[config.mk]
export PLATFORM = sky130hd
export DESIGN_NAME = clsa_cmul
export DESIGN_NICKNAME = d
export VERILOG_FILES = /design/src/hw/rtl/clsa_pkg.sv /design/src/hw/rtl/clsa_cmul.sv
export SDC_FILE = /design/constraint.sdc
export NUM_CORES = 2
export LEC_CHECK = 0
export ABC_AREA = 1
export BUFFER_PORTS_ARGS = -buffer_cell sky130_fd_sc_hd__buf_2
export CAP_MARGIN = 20
export CORE_MARGIN = 2
export CORE_UTILIZATION = 35
export CTS_BUF_LIST = sky130_fd_sc_hd__clkbuf_16
export CTS_CLUSTER_DIAMETER = 60
export DETAILED_ROUTE_END_ITERATION = 6
export SLEW_MARGIN = 0
export SYNTH_ARGS = -nofsm -noshare
export SYNTH_HDL_FRONTEND = slang
export SYNTH_SLANG_ARGS = --single-unit
[constraint.sdc]
create_clock -name clk -period 10.1 [get_ports clk]
set_input_delay 1.01 -clock clk [delete_from_list [all_inputs] [get_ports clk]]
set_output_delay 1.01 -clock clk [all_outputs]
set_load 0.01 [all_outputs]
[src/hw/rtl/clsa_pkg.sv]
// Shared constants and codes for the complex log-phase block.
package clsa_pkg;

  localparam int MAX_BITS_DEF   = 128;
  localparam int FRAC_WIDTH_DEF = 46;
  localparam int N_WIDTH        = 64;
  localparam int N_LOG          = 6;
  localparam int PREC_WIDTH     = 8;
  localparam logic [PREC_WIDTH-1:0] PREC_RESET = 8'd128;

  typedef enum logic [1:0] {
    ACT_COMPUTE     = 2'd0,
    ACT_LOAD_FACTOR = 2'd1,
    ACT_LOAD_POWER  = 2'd2,
    ACT_NONE        = 2'd3
  } action_t;

endpackage

[src/hw/rtl/clsa_cmul.sv]
// Iterative complex multiplier with one shared partial-product multiplier.
module clsa_cmul #(
  parameter int VAL_WIDTH  = clsa_pkg::FRAC_WIDTH_DEF + 2,
  parameter int FRAC_WIDTH = clsa_pkg::FRAC_WIDTH_DEF
) (
  input  logic                        clk,
  input  logic                        rst,
  input  logic                        start,
  input  logic signed [VAL_WIDTH-1:0] ar,
  input  logic signed [VAL_WIDTH-1:0] ai,
  input  logic signed [VAL_WIDTH-1:0] br,
  input  logic signed [VAL_WIDTH-1:0] bi,
  output logic                        done,
  output logic signed [VAL_WIDTH-1:0] yr,
  output logic signed [VAL_WIDTH-1:0] yi
);

  localparam int LO = VAL_WIDTH / 2;
  localparam int HI = VAL_WIDTH - LO;
  localparam int OW = HI + 1;
  localparam int PW = VAL_WIDTH + OW;
  localparam int AW = 2 * VAL_WIDTH + 2;
  localparam logic [3:0] LAST_MUL = 4'd7;
  localparam logic [3:0] ROUND    = 4'd9;

  logic                        busy;
  logic [3:0]                  step;
  logic [2:0]                  tag;
  logic signed [VAL_WIDTH-1:0] a_r, a_i, b_r, b_i;
  logic signed [VAL_WIDTH-1:0] op_a, op_b;
  logic signed [OW-1:0]        op_bh;
  logic signed [PW-1:0]        prod, prod_next;
  logic signed [AW-1:0]        ext, term;
  logic signed [AW-1:0]        acc_re, acc_im;
  logic signed [VAL_WIDTH-1:0] sat_re, sat_im;

  function automatic logic signed [VAL_WIDTH-1:0] round_sat(input logic signed [AW-1:0] s);
    logic signed [AW-1:0] r;
    logic signed [AW-1:0] q;
    r = s + (AW'(1) <<< (FRAC_WIDTH - 1));
    q = r >>> FRAC_WIDTH;
    if (q[AW-1] && !(&q[AW-1:VAL_WIDTH-1])) begin
      round_sat = {1'b1, {(VAL_WIDTH-1){1'b0}}};
    end else if (!q[AW-1] && (|q[AW-1:VAL_WIDTH-1])) begin
      round_sat = {1'b0, {(VAL_WIDTH-1){1'b1}}};
    end else begin
      round_sat = q[VAL_WIDTH-1:0];
    end
  endfunction

  always_comb begin
    op_a  = (step[2:1] == 2'd0 || step[2:1] == 2'd2) ? a_r : a_i;
    op_b  = (step[2:1] == 2'd0 || step[2:1] == 2'd3) ? b_r : b_i;
    op_bh = step[0] ? {op_b[VAL_WIDTH-1], op_b[VAL_WIDTH-1:LO]}
                    : {{(OW-LO){1'b0}}, op_b[LO-1:0]};
    prod_next = op_a * op_bh;
    ext  = AW'(prod);
    term = tag[0] ? (ext <<< LO) : ext;
    sat_re = round_sat(acc_re);
    sat_im = round_sat(acc_im);
  end

  always_ff @(posedge clk) begin
    if (rst) begin
      busy <= 1'b0;
      done <= 1'b0;
      step <= '0;
    end else begin
      done <= busy && (step == ROUND);
      if (!busy) begin
        if (start) begin
          a_r    <= ar;
          a_i    <= ai;
          b_r    <= br;
          b_i    <= bi;
          acc_re <= '0;
          acc_im <= '0;
          step   <= '0;
          busy   <= 1'b1;
        end
      end else begin
        step <= step + 4'd1;
        if (step <= LAST_MUL) begin
          prod <= prod_next;
          tag  <= step[2:0];
        end
        if (step != 4'd0 && step <= LAST_MUL + 4'd1) begin
          case (tag[2:1])
            2'd0:    acc_re <= acc_re + term;
            2'd1:    acc_re <= acc_re - term;
            default: acc_im <= acc_im + term;
          endcase
        end
        if (step == ROUND) begin
          yr   <= sat_re;
          yi   <= sat_im;
          busy <= 1'b0;
        end
      end
    end
  end

endmodule

==> flow_summary.toml <==
[place]
dp_worst_setup_slack_ps = 670
total_of_buffers_placed_on_input_and_output_ports = 291
gp_routability_congestion = 1.03
detailedPlacementHpwl_um = 273000

[sta]
final_hold_viol_count = 0
worst_clock_skew_ps = 54.1
max_freq_mhz = 104
period_share_pct = 94.9
grt_setup_unrepaired = "no"
final_critical_path_setup_slack_ps = 520
slew_violations = 0
timing_worst_slew_pin_value_ps = 1120
worst_slew_margin_rel_pct = 24.2
totalNegativeSetupSlack_ps = 0
finalWorstPathRequiredPeriod_ps = 9580
final_number_of_setup_violating_endpoints = 0

[global_route]
via_count_of_the_first_global_routing_pass = 75600
overflow = 0
grt_antenna_before_repair = 4
grt_util_all_layers_pct = 26.3
grt_max_degree = 135
wire_length_of_the_first_global_routing_pass_um = 482000

[yosys]
synth-edff-count = 560
synth_area_mm2 = 0.0846
synth.most_common_cell = "nand2_1"
synth.top_cells.by_area = "fa_1 (28%), edfxtp_1 (20%), nand2_1 (10%), inv_1 (10%), nor2_1 (7.8%)"
post_synth_top_area_cell = "fa_1"
combinational_family_with_the_most_area_after_synthesis = "adder cells"
post_synth_fa_ha_maj_area_fraction_pct = 33.9
post_synth_most_frequent_cells = "nand2_1 (2,318), inv_1 (2,266), nor2_1 (1,748)"
synthXorXnorAreaFrac_pct = 2.80
yosys_warnings = 0
most_used_flip_flop_cell_after_synthesis = "edfxtp_1"
area_fraction_in_and_or_nand_and_nor_cells_after_synthesis_pct = 22.4
synth_sequential_area_ratio_pct = 20.0
synth-compound-area-share_pct = 9.22
synth-seq-cells = 566
synth.top_cell.area_share_pct = 28.1
synth_area_per_cell_um2 = 7.56
synth.area.mux_share_pct = 0
share_of_async_settable_or_async_resettable_flops_after_synthesis_pct = 0
synth_fp_nets = 13000
syn_inst = 11200
synth.distinct_cells = 52

[clocking]
clock_sinks = 566
clk-insertion-delay-late_ps = 740
cts_post_setup_buffers_inserted = 0
post_cts_hold_buffer_count = 0
cts.clk_slew.worst_paths_ps = 60
tritoncts_clock_tree = "built"
root_buffer = "clkbuf_16"
cts.htree.levels = 3
clk_path_buf_depth = 3
cts.repair.resized = 0
cts_buffers = 80

[critical_path]
timing_worst_setup_path_type = "reg2reg"
critical-path-top-cell-by-count = "inv_1"
setup.worst_path.end_class = "flop"
critical_path.max_stage_delay_ps = 710
critical_path.startpoint_type = "flop"
cp_data_arrival_time_ps = 10130
cp_data_required_time_ps = 10650
critical_path.max_fanout = 25
crit_path_top_delay_cell = "nor4_1"

[run_status]
failed_checks = "DRC"
run_status = "finished, violations left"

[drt]
route.final.wire_length_um = 325000
detail-route-antenna-nets = 0
route.detailed.vias_per_inst = 5.11
first_pass_iters = 7
via_count = 75100
routedWlPerCell_um = 22.1
dr.first_iter.drc_count = 6663
drt_drc_violations_left = 3

[floorplanning]
chipWidth_um = 496
die-area_mm2 = 0.246
fp-row-count = 180
chipHeight_um = 496
fp.coreArea_mm2 = 0.241
ioPinCount = 292
initial_utilization_pct = 35.2

[finish]
final_layout_size_suffix_gt1_share_pct = 6.25
fin_nets = 13200
flow.area_growth_from_synthesis_pct = 9.84

[min_path]
holdCritPathClass = "in2reg"

[flow_run]
timing.max_cap.violations = 0
[critical path: cells and delay by family (launching register included)]
kind,cells,cell delay (ps)
AO/OA/AOI/OAI,1,110
adder cells (fa/ha/maj),9,4400
XOR/XNOR,1,240
flip-flops,1,400
buffers and inverters,11,1590
AND/OR/NAND/NOR,10,2610
[through the flow]
step	hold WS (ps)	cell area, µm²	util [%]	instances
after global placement	506	90200	37.5	14500
after CTS	408	92900	38.6	14700
after global routing	428	92900	38.6	14700
after floorplan	467	84600	-	11200
after detailed placement	515	90200	37.5	14500
final	462	92900	38.6	14700
[path summary, 6_finish.rpt]
check	to	slack, ps	cells past startpoint	from
hold reg to reg	tag[2]$_DFFE_PP_	520	0	step[2]$_SDFFE_PP0N_
hold / removal	a_r[4]$_DFFE_PP_	460	1	ar[4]
setup / recovery	prod[72]$_DFFE_PP_	520	32	step[1]$_SDFFE_PP0N_
setup reg to reg	prod[72]$_DFFE_PP_	520	32	step[1]$_SDFFE_PP0N_
[area by class of cell]
class,count,area (µm²)
Sequential cell,566,16900
Timing Repair Buffer,442,2700
Tap cell,3185,3990
Antenna cell,2,5.00
Multi-Input combinational cell,8024,57900
Fill cell,25500,148000
Clock buffer,81,2030
Clock inverter,60,631
Inverter,2322,8720
[metal layers]
| metal | GRT usage [%] | share of wire, % | wire, µm | up-vias |
|---|---|---|---|---|
| li1 | - | - | - | 34900 |
| met1 | 34.2 | 41 | 133000 | 36100 |
| met2 | 42.5 | 45 | 147000 | 3339 |
| met3 | 4.39 | 7.9 | 25600 | 637 |
| met4 | 12.8 | 5.7 | 18400 | 2 |
| met5 | 0 | 0.0059 | 19 | - |
[registers in the layout (all words and copies together) (netlist names)]
signal / flops
step: 4
acc_im: 98
busy: 1
a_i: 48
tag: 3
b_i: 48
a_r: 48
b_r: 48
done: 1
acc_re: 98
yr: 48
prod: 73
yi: 48
[cell usage in the layout, fill, tap and decap left out, drive strengths merged, types with 4 or more instances in the layout]
cell,n
o21a,35
inv,2324
dfxtp,6
a21oi,698
buf,442
clkinv,49
xor2,189
xnor2,81
a21boi,26
nand3b,4
clkinvlp,4
nor4,23
o211ai,5
a31oi,16
edfxtp,560
o31ai,8
o21ai,552
bufinv,5
and3,9
nand3,331
fa,1189
ha,390
nor2,1779
a21o,35
o21bai,68
nand4,100
nor3,137
or2,8
clkbuf,81
nand2,2331
[cell families after synthesis]
family / Yosys count
compound gates: 1447
xor+xnor: 270
fa+ha+maj: 1579
buf+inv: 2594
flops: 566
simple gates: 4728
Power is left out: the tool's default activity adds up to more than one toggle a clock period on the data nets, which glitch-free logic cannot reach.
